**config.mk**
```make
export PLATFORM = sky130hd
export DESIGN_NAME = hsv_to_rgb_converter
export DESIGN_NICKNAME = d
export VERILOG_FILES = /design/src/rtl/core/hsv2rgb_pkg.sv /design/src/rtl/core/hsv_to_rgb_converter.sv
export SDC_FILE = /design/constraint.sdc
export NUM_CORES = 1
export LEC_CHECK = 0
export ABC_AREA = 1
export ABC_CLOCK_PERIOD_IN_PS = 17330
export BUFFER_PORTS_ARGS = -buffer_cell sky130_fd_sc_hd__buf_2
export CAP_MARGIN = 20
export CORE_MARGIN = 2
export CORE_UTILIZATION = 60
export DETAILED_ROUTE_END_ITERATION = 8
export PLACE_DENSITY = 0.78
export SYNTH_ARGS = -nofsm -noshare
export SYNTH_HDL_FRONTEND = slang
export SYNTH_SLANG_ARGS = --single-unit
```
**constraint.sdc**
```tcl
create_clock -name clk_i -period 17.33 [get_ports clk_i]
set_clock_uncertainty 0.1 [all_clocks]
set_input_delay 0.8665 -clock clk_i [delete_from_list [all_inputs] [get_ports clk_i]]
set_output_delay 0.8665 -clock clk_i [all_outputs]
set_load 0.01 [all_outputs]
```
**src/rtl/core/hsv2rgb_pkg.sv**
```systemverilog
// Constants and types of the HSV to RGB converter.
// No dependencies; used by the converter and its checker.
package hsv2rgb_pkg;

  // port widths
  localparam int HUE_W   = 20;
  localparam int SV_W    = 10;
  localparam int COLOR_W = 24;

  // hue fixed point: one degree is 2**HUE_FRAC_BITS units (0..8)
  localparam int HUE_FRAC_BITS = 4;
  localparam int SECTOR        = 60 << HUE_FRAC_BITS;
  localparam int FULL_TURN     = 6 * SECTOR;

  // offset that makes any hue non-negative without changing it modulo a turn
  localparam int WRAP_K   = ((1 << (HUE_W - 1)) + FULL_TURN - 1) / FULL_TURN;
  localparam int WRAP_OFS = WRAP_K * FULL_TURN;
  localparam int U_W      = HUE_W + 1;

  // one sector is 15 << LOW_W units; hue >> LOW_W counts fifteenths of a sector
  localparam int LOW_W    = 2 + HUE_FRAC_BITS;
  localparam int W_W      = U_W - LOW_W;
  localparam int SEC_STEP = 15;
  localparam int TURN_STEP = 6 * SEC_STEP;
  localparam int RECIP    = (1 << W_W) / TURN_STEP;
  localparam int T_W      = 7;
  localparam int F_W      = 4 + LOW_W;

  // Q8 saturation / value
  localparam int Q8_W   = 9;
  localparam int Q8_ONE = 256;
  localparam int C_W    = 2 * Q8_W - 1;

  // numerator of the secondary channel over 65536 * SECTOR
  localparam int N_W    = C_W + F_W;
  localparam int X_SHIFT = 18 + HUE_FRAC_BITS;

  // 60-degree sectors, in hue order
  typedef enum logic [2:0] {
    SEC_RED_YEL = 3'd0,
    SEC_YEL_GRN = 3'd1,
    SEC_GRN_CYA = 3'd2,
    SEC_CYA_BLU = 3'd3,
    SEC_BLU_MAG = 3'd4,
    SEC_MAG_RED = 3'd5
  } sector_e;

endpackage

```
**src/rtl/core/hsv_to_rgb_converter.sv**
```systemverilog
// HSV to RGB converter: five-stage pipeline, one item per clock unless the receiver stalls.
// Depends on hsv2rgb_pkg for widths, fixed-point constants and the sector type.
//
// Usage
//   Input channel: hue_i (signed, 1/16 degree units), saturation_i and
//   brightness_i (signed Q8, clamped to 0..1.0) move as one item when
//   in_valid_i is high and in_stall_o is low at a rising edge of clk_i.
//   Output channel: color_o (red 7:0, green 15:8, blue 23:16) moves when
//   out_valid_o is high and out_stall_i is low.
//   An accepted item passes the five register stages in order: hue wrap and
//   clamp, turn quotient and chroma multiply, sector split, channel numerators,
//   and the output register with the final scale and component ordering. One
//   item per cycle is sustained while out_stall_i stays low.
//   Each stage keeps its own valid bit, so empty slots close up when the
//   receiver stalls; in_stall_o rises only when all five stages are full and
//   out_stall_i is high. A stalled result holds on the outputs.
//   Reset (rst_ni low, asynchronous) clears all valid bits; the block keeps
//   no other state and needs no start-up time.
module hsv_to_rgb_converter (
  input  logic                              clk_i,
  input  logic                              rst_ni,
  input  logic                              in_valid_i,
  output logic                              in_stall_o,
  input  logic signed [hsv2rgb_pkg::HUE_W-1:0] hue_i,
  input  logic signed [hsv2rgb_pkg::SV_W-1:0]  saturation_i,
  input  logic signed [hsv2rgb_pkg::SV_W-1:0]  brightness_i,
  output logic                              out_valid_o,
  input  logic                              out_stall_i,
  output logic [hsv2rgb_pkg::COLOR_W-1:0]   color_o
);
  import hsv2rgb_pkg::*;

  localparam int NSTG = 5;

  // valid bits and per-stage load enables
  logic [NSTG-1:0] vld_q, vld_d;
  logic [NSTG-1:0] rdy;

  // stage 1: wrapped hue and clamped saturation / value
  logic [U_W-1:0]  u1_q, u1_d;
  logic [Q8_W-1:0] s1_q, s1_d, v1_q, v1_d;

  // stage 2: turn quotient estimate and chroma
  logic [W_W-1:0]   w2_q, q2_q, q2_d;
  logic [LOW_W-1:0] low2_q;
  logic [C_W-1:0]   c2_q, c2_d;
  logic [Q8_W-1:0]  v2_q;
  logic [2*W_W-1:0] qprod;
  logic [2*Q8_W-1:0] cprod;

  // stage 3: sector and offset within the sector
  sector_e          sec3_q, sec3_d;
  logic [F_W-1:0]   f3_q, f3_d;
  logic [C_W-1:0]   c3_q;
  logic [Q8_W-1:0]  v3_q;
  logic [W_W-1:0]   t_raw;
  logic [T_W-1:0]   t_turn;
  logic [T_W-1:0]   t_off;
  logic [2:0]       sec_idx;

  // stage 4: secondary numerator, zero and chroma channel bytes
  sector_e          sec4_q;
  logic [N_W-1:0]   n4_q, n4_d;
  logic [7:0]       zb4_q, zb4_d, cb4_q, cb4_d;
  logic [F_W-1:0]   fp;
  logic [C_W-1:0]   z;
  logic [C_W+7:0]   z255;
  logic [Q8_W+7:0]  v255;

  // stage 5: output register
  logic [COLOR_W-1:0] color_q, color_d;
  logic [N_W+4:0]     x17;
  logic [7:0]         xb, r_b, g_b, b_b;

  // ---------------------------------------------------------------------
  // Handshake: a stage loads when it is empty or its successor moves on.
  // ---------------------------------------------------------------------
  always_comb begin
    rdy[NSTG-1] = !vld_q[NSTG-1] || !out_stall_i;
    for (int k = NSTG - 2; k >= 0; k--) begin
      rdy[k] = !vld_q[k] || rdy[k+1];
    end
    vld_d[0] = rdy[0] ? in_valid_i : vld_q[0];
    for (int k = 1; k < NSTG; k++) begin
      vld_d[k] = rdy[k] ? vld_q[k-1] : vld_q[k];
    end
  end

  assign in_stall_o  = !rdy[0];
  assign out_valid_o = vld_q[NSTG-1];
  assign color_o     = color_q;

  always_ff @(posedge clk_i or negedge rst_ni) begin
    if (!rst_ni) begin
      vld_q <= '0;
    end else begin
      vld_q <= vld_d;
    end
  end

  // ---------------------------------------------------------------------
  // Stage 1: lift the hue by whole turns so it is non-negative, clamp S, V.
  // ---------------------------------------------------------------------
  always_comb begin
    u1_d = U_W'({{(U_W - HUE_W){hue_i[HUE_W-1]}}, hue_i}) + U_W'(WRAP_OFS);

    if (saturation_i[SV_W-1]) begin
      s1_d = '0;
    end else if (saturation_i[SV_W-2:0] > (SV_W-1)'(Q8_ONE)) begin
      s1_d = Q8_W'(Q8_ONE);
    end else begin
      s1_d = Q8_W'(saturation_i[SV_W-2:0]);
    end

    if (brightness_i[SV_W-1]) begin
      v1_d = '0;
    end else if (brightness_i[SV_W-2:0] > (SV_W-1)'(Q8_ONE)) begin
      v1_d = Q8_W'(Q8_ONE);
    end else begin
      v1_d = Q8_W'(brightness_i[SV_W-2:0]);
    end
  end

  always_ff @(posedge clk_i) begin
    if (rdy[0]) begin
      u1_q <= u1_d;
      s1_q <= s1_d;
      v1_q <= v1_d;
    end
  end

  // ---------------------------------------------------------------------
  // Stage 2: estimate whole turns by reciprocal multiply (may be one low),
  // form chroma C = V * S in Q16.
  // ---------------------------------------------------------------------
  always_comb begin
    qprod = (2*W_W)'(u1_q[U_W-1:LOW_W]) * (2*W_W)'(RECIP);
    q2_d  = qprod[2*W_W-1:W_W];
    cprod = (2*Q8_W)'(v1_q) * (2*Q8_W)'(s1_q);
    c2_d  = cprod[C_W-1:0];
  end

  always_ff @(posedge clk_i) begin
    if (rdy[1]) begin
      w2_q   <= u1_q[U_W-1:LOW_W];
      low2_q <= u1_q[LOW_W-1:0];
      q2_q   <= q2_d;
      c2_q   <= c2_d;
      v2_q   <= v1_q;
    end
  end

  // ---------------------------------------------------------------------
  // Stage 3: correct the turn remainder, split it into sector and offset.
  // ---------------------------------------------------------------------
  always_comb begin
    t_raw = w2_q - W_W'(TURN_STEP) * q2_q;
    if (t_raw >= W_W'(TURN_STEP)) begin
      t_turn = T_W'(t_raw - W_W'(TURN_STEP));
    end else begin
      t_turn = T_W'(t_raw);
    end

    sec_idx = '0;
    t_off   = '0;
    for (int k = 1; k < 6; k++) begin
      if (t_turn >= T_W'(SEC_STEP * k)) begin
        sec_idx = 3'(k);
        t_off   = T_W'(SEC_STEP * k);
      end
    end

    sec3_d = sector_e'(sec_idx);
    f3_d   = {4'(t_turn - t_off), low2_q};
  end

  always_ff @(posedge clk_i) begin
    if (rdy[2]) begin
      sec3_q <= sec3_d;
      f3_q   <= f3_d;
      c3_q   <= c2_q;
      v3_q   <= v2_q;
    end
  end

  // ---------------------------------------------------------------------
  // Stage 4: numerators over 65536 * SECTOR. The chroma channel reduces to
  // 255*V/256 and the zero channel to 255*(256V - C)/65536.
  // ---------------------------------------------------------------------
  always_comb begin
    fp    = sec3_q[0] ? F_W'(SECTOR) - f3_q : f3_q;
    z     = {v3_q[C_W-9:0], 8'b0} - c3_q;
    n4_d  = N_W'(c3_q) * N_W'(fp) + N_W'(z) * N_W'(SECTOR);
    z255  = (C_W+8)'(z) * (C_W+8)'(255);
    zb4_d = z255[C_W-1+7 -: 8];
    v255  = (Q8_W+8)'(v3_q) * (Q8_W+8)'(255);
    cb4_d = v255[15:8];
  end

  always_ff @(posedge clk_i) begin
    if (rdy[3]) begin
      sec4_q <= sec3_q;
      n4_q   <= n4_d;
      zb4_q  <= zb4_d;
      cb4_q  <= cb4_d;
    end
  end

  // ---------------------------------------------------------------------
  // Stage 5: 255 / (65536 * SECTOR) equals 17 / 2**X_SHIFT, so the secondary
  // channel is a constant multiply and shift. Order components by sector.
  // ---------------------------------------------------------------------
  always_comb begin
    x17 = (N_W+5)'(n4_q) * (N_W+5)'(17);
    xb  = x17[X_SHIFT+7:X_SHIFT];
    unique case (sec4_q)
      SEC_RED_YEL: begin r_b = cb4_q; g_b = xb;    b_b = zb4_q; end
      SEC_YEL_GRN: begin r_b = xb;    g_b = cb4_q; b_b = zb4_q; end
      SEC_GRN_CYA: begin r_b = zb4_q; g_b = cb4_q; b_b = xb;    end
      SEC_CYA_BLU: begin r_b = zb4_q; g_b = xb;    b_b = cb4_q; end
      SEC_BLU_MAG: begin r_b = xb;    g_b = zb4_q; b_b = cb4_q; end
      SEC_MAG_RED: begin r_b = cb4_q; g_b = zb4_q; b_b = xb;    end
      default:     begin r_b = cb4_q; g_b = zb4_q; b_b = xb;    end
    endcase
    color_d = {b_b, g_b, r_b};
  end

  always_ff @(posedge clk_i) begin
    if (rdy[4]) begin
      color_q <= color_d;
    end
  end

endmodule

```
==> impl_metrics.tcl, run 1 <==
set metrics [dict create \
    drt-total-wl_um 59100 \
    ant_nets 0 \
    clock_path_buffers 3 \
    drive_gt1_frac 0.0516 \
    die_y_um 214 \
    start_util 0.611 \
    place_area_um2 27400 \
    async_flop_share 0.0239 \
    avgSynthCellArea_um2 9.30 \
    yosys.cell_types.count 49 \
    synth.yosys.seq_area_share 0.236 \
    yosys-top-cells-area "fa_1 (27%), edfxtp_1 (23%), ha_1 (16%)" \
    final_cell_area_um2 28200 \
    crit_top_cell "nand2_1" \
    drv_slew 0 \
    viasPerCell 5.45 \
    drt_iter0_drc 1279 \
    grt_pass1_vias 20500 \
    synth_top_area_cell "fa_1" \
    rsz0062_at_grt "false" \
    holdPathStages 0 \
    max_slew_margin 0.405 \
    dr.pass1.iters 5 \
    numPortBuffers 69 \
    final_nets 3636 \
    synth_edf_count 204 \
    dp_hpwl_um 49700 \
    critPathKind "reg -> reg" \
    vias 19100 \
    cap_viol_max_count 0 \
    dieWidth_um 214 \
    dp_slack_ps 8790 \
    globalRoute.totalOverflow 0 \
    globalplace.congestion 1.02 \
    rrSetupSlack_ps 8700 \
    tightestPinTransition_ps 887 \
    cts_tree "yes" \
    numCtsBuffers 25 \
    post_cts_resized 0 \
    hold_viol 0 \
    wl_per_cell_um 16.8 \
    synth_warnings 0 \
    fmax_mhz 116 \
    synth_seq_cells 209 \
    area_delta_synth_final_pct 6.74 \
    grtUsageTotal 0.268 \
    synth_fp_nets 3573 \
    setup_viol 0 \
    pin_count 70 \
    synth_top_flop_cell "edfxtp_1" \
    crit_path_start_kind "register" \
    clkTransAtPathRegs_ps 60 \
    critPathMaxFanout 11 \
    holdPathEnd "f3_q[0]" \
    grt_first_pass_wirelength_um 99200 \
    period_share 0.498 \
    grt_max_degree 59 \
    clock_sink_count 209 \
    rr_startpoint "c3_q[0]" \
    hold_class "reg -> reg" \
    slowest_stage "nor2_1" \
    setup_tns_ps 0 \
    ff2ff_path_depth 39 \
    r2r-end "n4_q[26]" \
    setup_slack_ps 8700 \
    run_status "finished clean" \
    yosysTopAreaCellShare 0.270 \
    syn_inst 2844 \
    die_area_um2 45800 \
    antenna_cells 0 \
    clock_latency_ps 570 \
    antenna_found_initial 0 \
    rows 76 \
    fillers 3446 \
    endpoint_kind "register" \
    arrival_ps 8850 \
    crit_required_ps 17550 \
    fin_crit_ps 8630 \
    h-tree-depth 1 \
    slowest_delay_ps 690 \
    syn-cell-area_um2 26400 \
    root_buffer "clkbuf_16" \
    min_from "low2_q[0]" \
    drc 0 \
    core_area_um2 43300 \
    cts_setup_buffers 0 \
]
-- per-stage QoR --
step	hold WS [ps]	instances	util
after floorplan	300	2844	-
after global placement	301	3463	0.633
after global routing	322	3510	0.652
after detailed placement	305	3463	0.633
after CTS	315	3509	0.652
final	315	3510	0.652
-- synth_stat cells, drive strengths merged (2+ instances only) --
library cell	instances
a21o	8
inv	696
a22oi	2
dfrtp	5
a31oi	9
o21bai	11
a21boi	6
xor2	86
fa	356
ha	329
nor3	18
a221oi	2
nand3b	12
clkbuf	39
nor2	172
a21oi	132
o211ai	7
o21ai	61
clkinv	3
xnor2	51
o221ai	25
o21a	5
nand4	18
nor4	10
or2	7
nand2	495
edfxtp	204
o31ai	2
nand3	65
a211oi	2
-- kinds of logic after synthesis --
family,count (synthesis),share of synthesized area
buf+inv,739,0.105
compound gates,274,0.0608
simple gates,800,0.127
xor+xnor,137,0.0457
flops,209,0.236
fa+ha+maj,685,0.425
-- final cells by class --
type | count | area [µm²] | area share
timing repair buffer | 76 | 420 | 0.0149
inverter | 699 | 2620 | 0.0930
multi-input combinational | 1896 | 17400 | 0.617
tap | 585 | 732 | 0.0259
clock buffer | 31 | 648 | 0.0230
sequential | 209 | 6250 | 0.221
clock inverter | 14 | 133 | 0.00470
-- placed cells by master, fill, tap and decap left out, drive strengths merged, types with 2 or more instances in the layout --
master / count
a221oi: 2
nor3: 18
o211ai: 7
fa: 356
nor4: 10
a21oi: 132
dfrtp: 5
or2: 7
xnor2: 51
a31oi: 9
a21o: 8
inv: 700
clkinv: 8
buf: 75
o31ai: 2
o21bai: 11
o21a: 5
nor2: 172
o21ai: 61
clkbuf: 31
nand3: 65
nand4: 18
o221ai: 25
ha: 329
nand3b: 12
a22oi: 2
a21boi: 6
a211oi: 2
xor2: 86
edfxtp: 204
clkinvlp: 4
nand2: 495
-- per-layer routing --
metal / vias up / GRT usage / part of all wire
met5: - / 0 / 0
met4: 0 / 0.0993 / 0.042
met3: 160 / 0.0375 / 0.063
met2: 652 / 0.474 / 0.50
li1: 9032 / - / -
met1: 9297 / 0.334 / 0.40
-- state kept, by name, summed over array words and instances (netlist names), 5 cells and up --
signal   flops
u1_q        21
c3_q        17
v3_q         9
v1_q         9
q2_q         9
vld_q        5
v2_q         9
zb4_q        8
s1_q         9
color_o     24
w2_q        15
cb4_q        8
f3_q        10
n4_q        27
c2_q        17
low2_q       6
-- worst max-delay path, delay by kind of cell (launching register included) --
kind	cells	cell delay, ps
adders and majority gates	7	2930
xor gates and xnor gates	2	330
and+or+nand+nor	19	2540
DFF	1	650
AOI/OAI and AO/OA	5	1150
buffers and inverters	6	700
-- how the worst max path moves through the flow --
stage,start,endpoint,slack [ps],depth (start not counted)
5_1_grt,c3_q[0],n4_q[26],7830,37
6_report,c3_q[0],n4_q[26],8700,39
4_1_cts,c3_q[0],n4_q[26],8770,37
3_5_place_dp,c3_q[0],n4_q[25],8790,27
2_1_floorplan,c3_q[0],n4_q[26],9860,38
3_3_place_gp,c3_q[0],n4_q[26],8930,33
-- what timing repair did --
action,4_1_cts,5_1_grt
endpoints found under the setup margin,0,0
endpoints found under the hold margin,5,0
hold buffers,1,0
Power of run 1 is left out: the tool's default activity adds up to more than one toggle a clock period on the data nets, which glitch-free logic cannot reach.
==> inputs of run 2 (changes only) <==
--- a/config.mk
+++ b/config.mk
@@ -6,13 +6,13 @@
 export NUM_CORES = 1
 export LEC_CHECK = 0
 export ABC_AREA = 1
-export ABC_CLOCK_PERIOD_IN_PS = 17330
+export ABC_CLOCK_PERIOD_IN_PS = 7790
 export BUFFER_PORTS_ARGS = -buffer_cell sky130_fd_sc_hd__buf_2
 export CAP_MARGIN = 20
 export CORE_MARGIN = 2
-export CORE_UTILIZATION = 60
+export CORE_UTILIZATION = 59
 export DETAILED_ROUTE_END_ITERATION = 8
-export PLACE_DENSITY = 0.78
+export PLACE_DENSITY = 0.8
 export SYNTH_ARGS = -nofsm -noshare
 export SYNTH_HDL_FRONTEND = slang
 export SYNTH_SLANG_ARGS = --single-unit
==> constraint.sdc (replaced) <==
create_clock -name clk_i -period 7.79 [get_ports clk_i]
set_clock_uncertainty 0.1 [all_clocks]
set_input_delay 0.3895 -clock clk_i [delete_from_list [all_inputs] [get_ports clk_i]]
set_output_delay 0.3895 -clock clk_i [all_outputs]
set_load 0.01 [all_outputs]
==> impl_metrics.tcl, run 2 (synthesis results as in run 1) <==
set metrics [dict create \
    run_status "finished clean" \
    die_area_um2 46500 \
    crit_required_ps 8000 \
    slowest_delay_ps 690 \
    arrival_ps 7610 \
    final_common_cell "inv_1" \
    drv_slew 0 \
    crit_top_cell "ha_1" \
    dr.pass1.iters 5 \
    globalplace.congestion 0.961 \
    clock_latency_ps 560 \
    ant_nets 0 \
    endpoint_kind "register" \
    drt_iter0_drc 1291 \
    hold_viol 0 \
    largest_register "n4_q" \
    period_share 0.950 \
    area_delta_synth_final_pct 8.88 \
    die_y_um 216 \
    start_util 0.598 \
    dieWidth_um 216 \
    drt-total-wl_um 59600 \
    whs_ps 30.4 \
    root_buffer "clkbuf_16" \
    antenna_found_initial 0 \
    critPathMaxFanout 8 \
    antenna_cells 0 \
    cts_tree "yes" \
    largest_reg_flops 27 \
    clock_sink_count 209 \
    max_slew_margin 0.482 \
    critPathKind "reg -> reg" \
    grt_max_degree 59 \
    cp_num_buf_inv 3 \
    rows 77 \
    pin_count 70 \
    setup_slack_ps 387 \
    drive_gt1_frac 0.0691 \
    grt_pass1_vias 20500 \
    grt_first_pass_wirelength_um 100000 \
    grtUsageTotal 0.268 \
    numCtsBuffers 25 \
    wl_per_cell_um 16.7 \
    fin_crit_ps 7400 \
    rsz0062_at_grt "true" \
    clock_path_buffers 3 \
    cap_viol_max_count 0 \
    crit_path_start_kind "register" \
    drc 0 \
    viasPerCell 5.37 \
    hold_class "in -> reg" \
    clkTransAtPathRegs_ps 60 \
    tightestPinTransition_ps 758 \
    numPortBuffers 69 \
    slowest_stage "fa_1" \
    dp_slack_ps 296 \
    vias 19200 \
    final_nets 3693 \
    dp_hpwl_um 50200 \
    fmax_mhz 135 \
    globalRoute.totalOverflow 0 \
    setup_viol 0 \
    core_area_um2 44200 \
    fillers 3458 \
    h-tree-depth 1 \
    critPathTopFamily "adder cells" \
    mostFrequentLayoutCells "inv_1 (688), nand2_1 (484), fa_1 (356), ha_1 (329), edfxtp_1 (204)" \
]
==> run 2: worst paths after layout <==
| check | start | endpoint | slack (ps) | cells past startpoint |
|---|---|---|---|---|
| worst max-delay path | c3_q[10] | n4_q[26] | 390 | 27 |
| worst min-delay path | saturation_i[9] | s1_q[8] | 30 | 2 |
| worst max register to register | c3_q[10] | n4_q[26] | 390 | 27 |
| worst min register to register | v2_q[2] | v3_q[2] | 320 | 0 |
| max in group asynchronous | rst_ni | vld_q[4] | 7370 | 2 |
| min in group asynchronous | rst_ni | vld_q[2] | 90 | 2 |
==> run 2: metrics by stage <==
| stage | std cells | area, µm² | setup TNS, ps | util |
|---|---|---|---|---|
| global route | 3574 | 28800 | -104 | 0.651 |
| CTS | 3571 | 28700 | 0 | 0.649 |
| detailed placement | 3514 | 27700 | 0 | 0.627 |
| global placement | 3514 | 27700 | 0 | 0.627 |
| finish | 3574 | 28800 | 0 | 0.651 |
| floorplan | 2844 | 26400 | 0 | - |
==> run 2: timing repair <==
| action | CTS | global route |
|---|---|---|
| buffers inserted | 0 | 2 |
| hold endpoints to repair | 16 | 0 |
| hold buffers | 12 | 0 |
| gates resized for setup | 0 | 13 |
| endpoints found under the setup margin | 0 | 4 |
==> run 2: worst reg2reg max path, delay by kind of cell (launching register included) <==
family	cells	cell delay, ps
adder cells (fa/ha/maj)	7	3140
AO/OA/AOI/OAI	7	1430
XOR/XNOR	4	890
AND/OR/NAND/NOR	6	720
flip-flops	1	510
buffers and inverters	3	360
==> run 2: layout make-up <==
cell class | count | area (µm²) | area share
timing repair buffer | 133 | 876 | 0.0304
clock buffer | 31 | 648 | 0.0225
sequential | 209 | 6250 | 0.217
inverter | 699 | 2620 | 0.0911
clock inverter | 14 | 191 | 0.00665
tap | 592 | 741 | 0.0257
multi-input combinational | 1896 | 17500 | 0.606
==> run 2: per-layer routing <==
layer | global-route usage | vias to the layer above | share of wire
li1 | - | 9150 | -
met3 | 0.0295 | 122 | 0.053
met1 | 0.351 | 9334 | 0.42
met2 | 0.474 | 578 | 0.49
met5 | 0 | - | 0
met4 | 0.0743 | 0 | 0.030
Power of run 2 is left out for the same reason.
